===== src/design/spiee_pkg.sv =====
package spiee_pkg;

  localparam int BUF_DEPTH = 256;

  typedef enum logic [2:0] {
    MODE_IDLE,
    MODE_READ,
    MODE_WRITE,
    MODE_ERASE,
    MODE_WRITE_WAIT,
    MODE_ERASE_WAIT,
    MODE_READ_ST,
    MODE_WRITE_ST
  } mode_t;

  localparam logic [2:0] OP_READ      = 3'd0;
  localparam logic [2:0] OP_WRITE     = 3'd1;
  localparam logic [2:0] OP_ERASE     = 3'd2;
  localparam logic [2:0] OP_RD_STATUS = 3'd3;
  localparam logic [2:0] OP_WR_STATUS = 3'd4;
  localparam logic [2:0] OP_SPI_DONE  = 3'd5;
  localparam logic [2:0] OP_LOAD      = 3'd6;

  localparam logic [7:0] CMD_WRSR  = 8'h01;
  localparam logic [7:0] CMD_WRITE = 8'h02;
  localparam logic [7:0] CMD_READ  = 8'h03;
  localparam logic [7:0] CMD_RDSR  = 8'h05;
  localparam logic [7:0] CMD_WREN  = 8'h06;
  localparam logic [7:0] ERASE_FILL = 8'hFF;

  localparam logic CFG_PAGE_SIZE_LOG2 = 1'b0;
  localparam logic CFG_POLL_LIMIT     = 1'b1;

  localparam logic [15:0] TIMEOUT_CODE = 16'hFFFF;

  typedef struct packed {
    logic        accepted;
    logic        busy_res;
    logic        tx_valid;
    logic [7:0]  tx_byte;
    logic        cs_cycle;
    logic        cs_release;
    logic        rd_valid;
    logic [7:0]  rd_index;
    logic [7:0]  rd_byte;
    logic        done_res;
    logic        error;
    logic [15:0] done_code;
  } res_t;

endpackage


===== src/design/spi_eeprom_command_sequencer_core.sv =====
// Command sequencer for a 25xx-style SPI EEPROM.
// The input channel (in_valid/in_stall) carries start words (read, write, erase,
// status read, status write), spi_done words that hand in the received byte, and
// buffer load words. Every accepted input word yields exactly one result word on
// the output channel (out_valid/out_stall), naming the next byte to shift out and
// any chip-select action, plus read data and completion status.
// The result word is registered and presented in the cycle after the input word
// is accepted. Throughput is one word per cycle; the only limit is the single
// output register, so in_stall is high only while a result word waits and
// out_stall is high. When the receiver stalls, the result word and its fields hold.
// The write data buffer is a BUF_DEPTH-byte memory with one write and one
// registered read port; its contents are undefined until loaded.
// The configuration port (cfg_we, cfg_index, cfg_wdata) writes page_size_log2 at
// index 0 and poll_limit at index 1; write it only while the block is idle.
// Synchronous reset returns the sequencer to idle, restores page_size_log2 to 5
// and poll_limit to 1000, and empties the output register.
module spi_eeprom_command_sequencer_core (
  input  logic        clk,
  input  logic        rst_n,
  input  logic        cfg_we,
  input  logic        cfg_index,
  input  logic [15:0] cfg_wdata,
  input  logic        in_valid,
  output logic        in_stall,
  input  logic [2:0]  in_op,
  input  logic [15:0] in_address,
  input  logic [8:0]  in_length,
  input  logic [7:0]  in_data_byte,
  input  logic [7:0]  in_buf_index,
  input  logic [7:0]  in_rx_byte,
  output logic        out_valid,
  input  logic        out_stall,
  output logic        out_accepted,
  output logic        out_busy_res,
  output logic        out_tx_valid,
  output logic [7:0]  out_tx_byte,
  output logic        out_cs_cycle,
  output logic        out_cs_release,
  output logic        out_rd_valid,
  output logic [7:0]  out_rd_index,
  output logic [7:0]  out_rd_byte,
  output logic        out_done_res,
  output logic        out_error,
  output logic [15:0] out_done_code
);
  import spiee_pkg::*;

  localparam int AW = $clog2(BUF_DEPTH);

  logic [3:0]    page_size_log2_r;
  logic [15:0]   poll_limit_r;
  mode_t         mode_r, mode_nxt;
  logic [8:0]    step_r, step_nxt;
  logic [15:0]   poll_count_r, poll_count_nxt;
  logic [15:0]   cur_address_r, cur_address_nxt;
  logic [8:0]    remaining_r, remaining_nxt;
  logic [7:0]    status_r, status_nxt;
  logic [AW-1:0] rd_ptr_r, rd_ptr_nxt;

  logic [7:0]    wbuf [BUF_DEPTH];
  logic [7:0]    mem_q_r;

  res_t          res;
  res_t          res_r;
  logic          use_mem, use_mem_r;
  logic          out_valid_r;

  logic          in_acc;
  logic          len_ok;
  logic          load_ok;
  logic [AW-1:0] wr_addr;
  logic [8:0]    c;
  logic [15:0]   page_mask;
  logic [15:0]   adr_sum;
  logic          page_edge;
  logic          piece_end;

  assign in_stall = out_valid_r & out_stall;
  assign in_acc   = in_valid & ~in_stall;
  assign len_ok   = (in_length != 9'd0) && (in_length <= 9'd256);
  assign load_ok  = 32'(in_buf_index) < BUF_DEPTH;
  assign wr_addr  = AW'(in_buf_index);

  assign c         = step_r - 9'd3;
  assign page_mask = (16'd1 << page_size_log2_r) - 16'd1;
  assign adr_sum   = cur_address_r + 16'(c);
  assign page_edge = (c != 9'd0) && ((adr_sum & page_mask) == 16'd0);
  assign piece_end = page_edge || (c >= remaining_r);

  always_comb begin
    res             = '0;
    use_mem         = 1'b0;
    mode_nxt        = mode_r;
    step_nxt        = step_r;
    poll_count_nxt  = poll_count_r;
    cur_address_nxt = cur_address_r;
    remaining_nxt   = remaining_r;
    status_nxt      = status_r;
    rd_ptr_nxt      = rd_ptr_r;

    case (in_op)
      OP_READ, OP_WRITE, OP_ERASE, OP_RD_STATUS, OP_WR_STATUS: begin
        if ((mode_r == MODE_IDLE) &&
            (len_ok || in_op == OP_RD_STATUS || in_op == OP_WR_STATUS)) begin
          res.accepted   = 1'b1;
          res.tx_valid   = 1'b1;
          step_nxt       = '0;
          poll_count_nxt = '0;
          case (in_op)
            OP_READ: begin
              mode_nxt        = MODE_READ;
              cur_address_nxt = in_address;
              remaining_nxt   = in_length;
              res.tx_byte     = CMD_READ;
            end
            OP_WRITE, OP_ERASE: begin
              mode_nxt        = (in_op == OP_WRITE) ? MODE_WRITE : MODE_ERASE;
              cur_address_nxt = in_address;
              remaining_nxt   = in_length;
              rd_ptr_nxt      = '0;
              res.tx_byte     = CMD_WREN;
            end
            OP_RD_STATUS: begin
              mode_nxt    = MODE_READ_ST;
              res.tx_byte = CMD_RDSR;
            end
            default: begin
              mode_nxt      = MODE_WRITE_ST;
              remaining_nxt = '0;
              status_nxt    = in_data_byte;
              res.tx_byte   = CMD_WREN;
            end
          endcase
        end
      end

      OP_SPI_DONE: begin
        case (mode_r)
          MODE_READ: begin
            step_nxt = step_r + 9'd1;
            if (step_r == 9'd0) begin
              res.tx_valid = 1'b1;
              res.tx_byte  = cur_address_r[15:8];
            end else if (step_r == 9'd1) begin
              res.tx_valid = 1'b1;
              res.tx_byte  = cur_address_r[7:0];
            end else if (step_r == 9'd2) begin
              res.tx_valid = 1'b1;
            end else begin
              res.rd_valid = 1'b1;
              res.rd_index = c[7:0];
              res.rd_byte  = in_rx_byte;
              if (({1'b0, c} + 10'd1) >= {1'b0, remaining_r}) begin
                res.cs_release = 1'b1;
                res.done_res   = 1'b1;
                res.done_code  = 16'(remaining_r);
                mode_nxt       = MODE_IDLE;
                step_nxt       = '0;
              end else begin
                res.tx_valid = 1'b1;
              end
            end
          end

          MODE_WRITE, MODE_ERASE: begin
            step_nxt = step_r + 9'd1;
            if (step_r == 9'd0) begin
              res.cs_cycle = 1'b1;
              res.tx_valid = 1'b1;
              res.tx_byte  = CMD_WRITE;
            end else if (step_r == 9'd1) begin
              res.tx_valid = 1'b1;
              res.tx_byte  = cur_address_r[15:8];
            end else if (step_r == 9'd2) begin
              res.tx_valid = 1'b1;
              res.tx_byte  = cur_address_r[7:0];
            end else if (piece_end) begin
              remaining_nxt   = (c >= remaining_r) ? 9'd0 : remaining_r - c;
              cur_address_nxt = adr_sum;
              res.cs_cycle    = 1'b1;
              res.tx_valid    = 1'b1;
              res.tx_byte     = CMD_RDSR;
              mode_nxt        = (mode_r == MODE_ERASE) ? MODE_ERASE_WAIT : MODE_WRITE_WAIT;
              poll_count_nxt  = '0;
              step_nxt        = '0;
            end else if (mode_r == MODE_WRITE) begin
              res.tx_valid = 1'b1;
              use_mem      = 1'b1;
              rd_ptr_nxt   = (rd_ptr_r == AW'(BUF_DEPTH - 1)) ? '0 : rd_ptr_r + 1'b1;
            end else begin
              res.tx_valid = 1'b1;
              res.tx_byte  = ERASE_FILL;
            end
          end

          MODE_WRITE_WAIT, MODE_ERASE_WAIT: begin
            poll_count_nxt = poll_count_r + 16'd1;
            if (poll_count_r[0]) begin
              if (poll_count_r > poll_limit_r) begin
                res.cs_release = 1'b1;
                res.done_res   = 1'b1;
                res.error      = 1'b1;
                res.done_code  = TIMEOUT_CODE;
                mode_nxt       = MODE_IDLE;
                poll_count_nxt = poll_count_r;
              end else if (in_rx_byte[0]) begin
                res.cs_cycle = 1'b1;
                res.tx_valid = 1'b1;
                res.tx_byte  = CMD_RDSR;
              end else if (remaining_r != 9'd0) begin
                res.cs_cycle = 1'b1;
                res.tx_valid = 1'b1;
                res.tx_byte  = CMD_WREN;
                step_nxt     = '0;
                mode_nxt     = (mode_r == MODE_WRITE_WAIT) ? MODE_WRITE : MODE_ERASE;
              end else begin
                res.cs_release = 1'b1;
                res.done_res   = 1'b1;
                res.done_code  = poll_count_r;
                mode_nxt       = MODE_IDLE;
                poll_count_nxt = poll_count_r;
              end
            end else begin
              res.tx_valid = 1'b1;
            end
          end

          MODE_READ_ST: begin
            if (step_r == 9'd0) begin
              res.tx_valid = 1'b1;
              step_nxt     = 9'd1;
            end else begin
              res.cs_release = 1'b1;
              res.done_res   = 1'b1;
              res.done_code  = 16'(in_rx_byte);
              mode_nxt       = MODE_IDLE;
              step_nxt       = '0;
            end
          end

          MODE_WRITE_ST: begin
            if (step_r == 9'd0) begin
              res.cs_cycle = 1'b1;
              res.tx_valid = 1'b1;
              res.tx_byte  = CMD_WRSR;
              step_nxt     = 9'd1;
            end else if (step_r == 9'd1) begin
              res.tx_valid = 1'b1;
              res.tx_byte  = status_r;
              step_nxt     = 9'd2;
            end else begin
              remaining_nxt  = '0;
              res.cs_cycle   = 1'b1;
              res.tx_valid   = 1'b1;
              res.tx_byte    = CMD_RDSR;
              mode_nxt       = MODE_WRITE_WAIT;
              poll_count_nxt = '0;
              step_nxt       = '0;
            end
          end

          default: begin
          end
        endcase
      end

      OP_LOAD: begin
        res.accepted = load_ok;
      end

      default: begin
      end
    endcase

    res.busy_res = (mode_nxt != MODE_IDLE);
  end

  always_ff @(posedge clk) begin
    if (!rst_n) begin
      page_size_log2_r <= 4'd5;
      poll_limit_r     <= 16'd1000;
    end else if (cfg_we) begin
      case (cfg_index)
        CFG_PAGE_SIZE_LOG2: page_size_log2_r <= cfg_wdata[3:0];
        CFG_POLL_LIMIT:     poll_limit_r     <= cfg_wdata;
        default: begin
        end
      endcase
    end
  end

  always_ff @(posedge clk) begin
    if (!rst_n) begin
      mode_r        <= MODE_IDLE;
      step_r        <= '0;
      poll_count_r  <= '0;
      cur_address_r <= '0;
      remaining_r   <= '0;
      status_r      <= '0;
      rd_ptr_r      <= '0;
    end else if (in_acc) begin
      mode_r        <= mode_nxt;
      step_r        <= step_nxt;
      poll_count_r  <= poll_count_nxt;
      cur_address_r <= cur_address_nxt;
      remaining_r   <= remaining_nxt;
      status_r      <= status_nxt;
      rd_ptr_r      <= rd_ptr_nxt;
    end
  end

  always_ff @(posedge clk) begin
    if (in_acc && in_op == OP_LOAD && load_ok) begin
      wbuf[wr_addr] <= in_data_byte;
    end
    if (in_acc) begin
      mem_q_r <= wbuf[rd_ptr_r];
    end
  end

  always_ff @(posedge clk) begin
    if (!rst_n) begin
      out_valid_r <= 1'b0;
    end else if (in_acc) begin
      out_valid_r <= 1'b1;
    end else if (!out_stall) begin
      out_valid_r <= 1'b0;
    end
  end

  always_ff @(posedge clk) begin
    if (in_acc) begin
      res_r     <= res;
      use_mem_r <= use_mem;
    end
  end

  assign out_valid      = out_valid_r;
  assign out_accepted   = res_r.accepted;
  assign out_busy_res   = res_r.busy_res;
  assign out_tx_valid   = res_r.tx_valid;
  assign out_tx_byte    = use_mem_r ? mem_q_r : res_r.tx_byte;
  assign out_cs_cycle   = res_r.cs_cycle;
  assign out_cs_release = res_r.cs_release;
  assign out_rd_valid   = res_r.rd_valid;
  assign out_rd_index   = res_r.rd_index;
  assign out_rd_byte    = res_r.rd_byte;
  assign out_done_res   = res_r.done_res;
  assign out_error      = res_r.error;
  assign out_done_code  = res_r.done_code;

endmodule

===== config.mk =====
export PLATFORM = sky130hd
export DESIGN_NAME = spi_eeprom_command_sequencer_core
export DESIGN_NICKNAME = d
export VERILOG_FILES = /design/src/design/spiee_pkg.sv /design/src/design/spi_eeprom_command_sequencer_core.sv
export SDC_FILE = /design/constraint.sdc
export NUM_CORES = 2
export LEC_CHECK = 0
export BUFFER_PORTS_ARGS = -buffer_cell sky130_fd_sc_hd__buf_2
export CAP_MARGIN = 40
export CORE_MARGIN = 2
export CORE_UTILIZATION = 55
export CTS_CLUSTER_DIAMETER = 200
export DETAILED_ROUTE_END_ITERATION = 7
export GPL_ROUTABILITY_DRIVEN = 0
export HOLD_SLACK_MARGIN = 0.1
export PLACE_DENSITY = 0.72
export RECOVER_POWER = 50
export SYNTH_ARGS = -nofsm -noshare
export SYNTH_HDL_FRONTEND = slang
export SYNTH_SLANG_ARGS = --single-unit
export TNS_END_PERCENT = 50

===== constraint.sdc =====
create_clock -name clk -period 5.2 [get_ports clk]
set_input_delay 0.26 -clock clk [delete_from_list [all_inputs] [get_ports clk]]
set_output_delay 0.26 -clock clk [all_outputs]
set_load 0.01 [all_outputs]

==> results.sh <==
export IMPL_outcome="complete, but fails checks"
export IMPL_violations="max-capacitance violations, max-slew violations"
export IMPL_rsz0062_at_grt="false"
export IMPL_fin_crit_sh_pct=93.8
export IMPL_p_total_mw=35.3
export IMPL_drt_iter0_markers=6071
export IMPL_cp_cell_sequence="or3_1 -> a21oi_1 -> nand3_1 -> xnor2_1 -> inv_1 -> ha_1 -> a41o_1 -> a221o_1 -> a31oi_4 -> o32ai_1 -> a31o_2 -> a2111oi_4 -> a21o_2 -> buf_4 -> nand2_1 -> o21ai_0 -> o31ai_1 -> dlygate4sd3_1"
export IMPL_worst_path_buf_inv=3
export IMPL_hold_ws_ns=0.209
export IMPL_drive_gt1_share_pct=25.4
export IMPL_place_area_mm2=0.0928
export IMPL_timing_final_hold_violations=0
export IMPL_synth_nets=4612
export IMPL_clock_power_share_pct=42.1
export IMPL_clock_path_buffers=3
export IMPL_clock_root_buffer="clkbuf_16"
export IMPL_fp_row_count=147
export IMPL_grtUsageMet3_pct=5.04
export IMPL_r2r_end="cur_address_r[14]$_SDFFE_PN0P_"
export IMPL_io_buffers=123
export IMPL_max_clock_freq_ghz=0.205
export IMPL_synthMuxAreaShare_pct=17.4
export IMPL_critPathRequiredTime_ns=5.94
export IMPL_netlist_area_mm2=0.0890
export IMPL_period_needed_ns=4.88
export IMPL_use_met1_pct=37.7
export IMPL_async_reset_ff_share_pct=0
export IMPL_worst_slew_pin_slew_ns=5.35
export IMPL_total_switching_power_mw=7.29
export IMPL_fin_ws_ns=0.321
export IMPL_dr_total_vias=46023
export IMPL_path_class="flop to flop"
export IMPL_clk_pin_slew_ns=0.07
export IMPL_cts_tree="done"
export IMPL_fin_skew_ns=0.0559
export IMPL_min_path_type="primary input to flop"
export IMPL_grt_max_degree=158
export IMPL_final_util_pct=62.5
export IMPL_maxCapViolations=12
export IMPL_synth_area_per_cell_um2=19.8
export IMPL_viasPerCell=6.43
export IMPL_drc=0
export IMPL_grt_pass1_vias=45531
export IMPL_yosysWarnings=0
export IMPL_fp_dieH_um=406
export IMPL_hp_start="in_buf_index[1]"
export IMPL_synth_xor_area_share_pct=0.492
export IMPL_critPathLaunchType="flop"
export IMPL_grt_pass1_wl_um=312000
export IMPL_critPathArrivalTime_ns=5.62
export IMPL_synth_edff_count=2104
export IMPL_syn_inst=4485
export IMPL_rrSetupSlack_ns=0.32
export IMPL_ys_types=86
export IMPL_max_slew_margin_pct=-256
export IMPL_cts_buffers=212
export IMPL_grt_overflow=0
export IMPL_ys_ff_latch=2194
export IMPL_htreeDepth=4
export IMPL_cts_num_sinks=2194
export IMPL_sw_frac_of_total_pct=20.6
export IMPL_dr_pass1_iters=6
export IMPL_core_mm2=0.161
export IMPL_finalSetupTns_ns=0
export IMPL_floorplan_die_area_mm2=0.165
export IMPL_p_seq_share_pct=55.1
export IMPL_p_int_mw=28.0
export IMPL_power_leakage_nw=30.5
export IMPL_clk_latency_ns=0.86
export IMPL_startpoint="step_r[2]$_SDFFE_PN0P_"
export IMPL_grt_usage_pct=26.1
export IMPL_antenna_left=0
export IMPL_die_x_um=406
export IMPL_critPathTopFamily="compound AO/OA/AOI/OAI gates"
export IMPL_dp_hpwl_um=130000
export IMPL_r2r_cells=18
export IMPL_final_area_mm2=0.100
export IMPL_synthFlopType="edfxtp_1"
export IMPL_synth_top_family_by_area="multiplexers"
export IMPL_crit_slowest_cell="dlygate4sd3_1"
export IMPL_synth_simple_area_share_pct=3.93
export IMPL_final_nets=4940
export IMPL_r2r_start="step_r[2]$_SDFFE_PN0P_"
export IMPL_power_density_mw_per_mm2=352
export IMPL_place_ws_ns=0.364
export IMPL_instances_no_fill=7153
export IMPL_setup_viol=0
export IMPL_top_usage_layer="met2"
export IMPL_crit_path_end_kind="flop"
export IMPL_endpoint="cur_address_r[14]$_SDFFE_PN0P_"
export IMPL_synth_fa_ha_area_share_pct=0.762
export IMPL_pin_count=124
export IMPL_initial_utilization_pct=55.4
export IMPL_wl_um=213000
export IMPL_max_stage_delay_ns=0.55
export IMPL_met2_usage_pct=40.5
export IMPL_synth_compound_area_share_pct=2.67
export IMPL_combPwrFrac_pct=2.8
export IMPL_placedCellCount=6659
export IMPL_slew_viol_final=1103
export IMPL_syn_to_final_growth_pct=12.8
export IMPL_wire_per_inst_um=29.8
export IMPL_cp_max_fo=14
export IMPL_antenna_found_initial=6
export IMPL_critical_path_depth=18
export IMPL_synth_seq_area_share_pct=73.1
export IMPL_ir_drop_mv=0.361
[cells in the mapped netlist (all sizes together), types with 20 or more instances]
library cell | n | area share [%]
ha | 51 | 0.72
a21oi | 92 | 0.52
edfxtp | 2104 | 71
nand4 | 22 | 0.15
o211ai | 22 | 0.19
a211oi | 34 | 0.32
buf | 133 | 0.81
mux4 | 664 | 17
o21ai | 72 | 0.41
nand2 | 138 | 0.58
nand3 | 48 | 0.27
dfxtp | 90 | 2.0
nor2 | 399 | 1.7
xnor2 | 41 | 0.40
mux2i | 32 | 0.36
nor3 | 36 | 0.20
inv | 67 | 0.28
a21o | 20 | 0.17
clkbuf | 145 | 0.61
a22oi | 25 | 0.21
nor2b | 26 | 0.18
[worst min-delay path, cell delays in order]
cell,delay (ns)
buf_2,0.15
nand3_2,0.09
buf_4,0.24
nor2_1,0.11
[cell type report]
class | count | area, um^2
sequential | 2194 | 65000
antenna | 3 | 7.51
fill | 10835 | 60200
inverter | 67 | 251
timing repair buffer | 392 | 3170
multi-input combinational | 1946 | 22500
tap | 2160 | 2700
clock buffer | 264 | 5560
clock inverter | 127 | 1130
[routing by layer]
metal  wire length, um  part of all wire (%)  up-vias
met1             84300                    40    24117
met2            102000                    48     2421
met4              6860                   3.2        8
li1                  -                     -    19084
met5                54                 0.025        -
met3             19700                   9.3      393
[sequential cells by signal (all words and copies together), names as in the netlist, 9 cells and up]
register	flops
remaining_r	9
out_done_code	16
poll_limit_r	16
step_r	9
cur_address_r	16
poll_count_r	16
wbuf	2048
[power by group through the flow]
stage / logic [mW] / clock network [mW] / registers (mW)
6_report: 0.978 / 14.9 / 19.5
5_1_grt: 1.05 / 15.7 / 19.5
4_1_cts: 0.970 / 15.1 / 19.4
3_5_place_dp: 0.915 / 0 / 19.8
3_3_place_gp: 0.877 / 0 / 19.8
2_1_floorplan: 0.427 / 0 / 19.8
[worst min-delay path by stage]
| stage | slack [ns] | depth (start not counted) | end |
|---|---|---|---|
| 2_1_floorplan | 0.36 | 0 | wbuf[0][0]$_DFFE_PP_ |
| 3_3_place_gp | 0.44 | 2 | poll_limit_r[15]$_SDFFE_PN0P_ |
| 3_5_place_dp | 0.45 | 2 | poll_limit_r[2]$_SDFFE_PN0P_ |
| 4_1_cts | 0.10 | 1 | wbuf[0][6]$_DFFE_PP_ |
| 5_1_grt | 0.19 | 4 | wbuf[159][5]$_DFFE_PP_ |
| 6_report | 0.21 | 4 | wbuf[159][2]$_DFFE_PP_ |
[cells in the final DEF (no fill, tap or decap), types with 75 or more instances in the layout]
master | synthesis | layout
dfxtp_1 | 90 | 84
mux4_2 | 664 | 664
a21oi_1 | 91 | 90
dlygate4sd3_1 | 0 | 90
edfxtp_1 | 2104 | 2104
nand2_1 | 138 | 138
clkbuf_16 | 0 | 214
nor2_1 | 397 | 397
buf_2 | 38 | 75
clkbuf_1 | 144 | 98
buf_4 | 39 | 129
[repair_timing]
action	4_1_cts	5_1_grt
buffers inserted	0	3
setup endpoints to repair	0	2
hold endpoints to repair	267	40
hold buffers	89	1
gates resized for setup	0	3
[kinds of logic (layout without fill, tap and decap cells)]
group,after synthesis,count (layout)
xor gates and xnor gates,50,50
adders and majority gates,53,53
buffers and inverters,345,850
AOI/OAI and AO/OA,353,353
muxes,712,712
other,0,3
and+or+nand+nor,778,778
DFF,2194,2194
(Power assumes the default switching activity.)
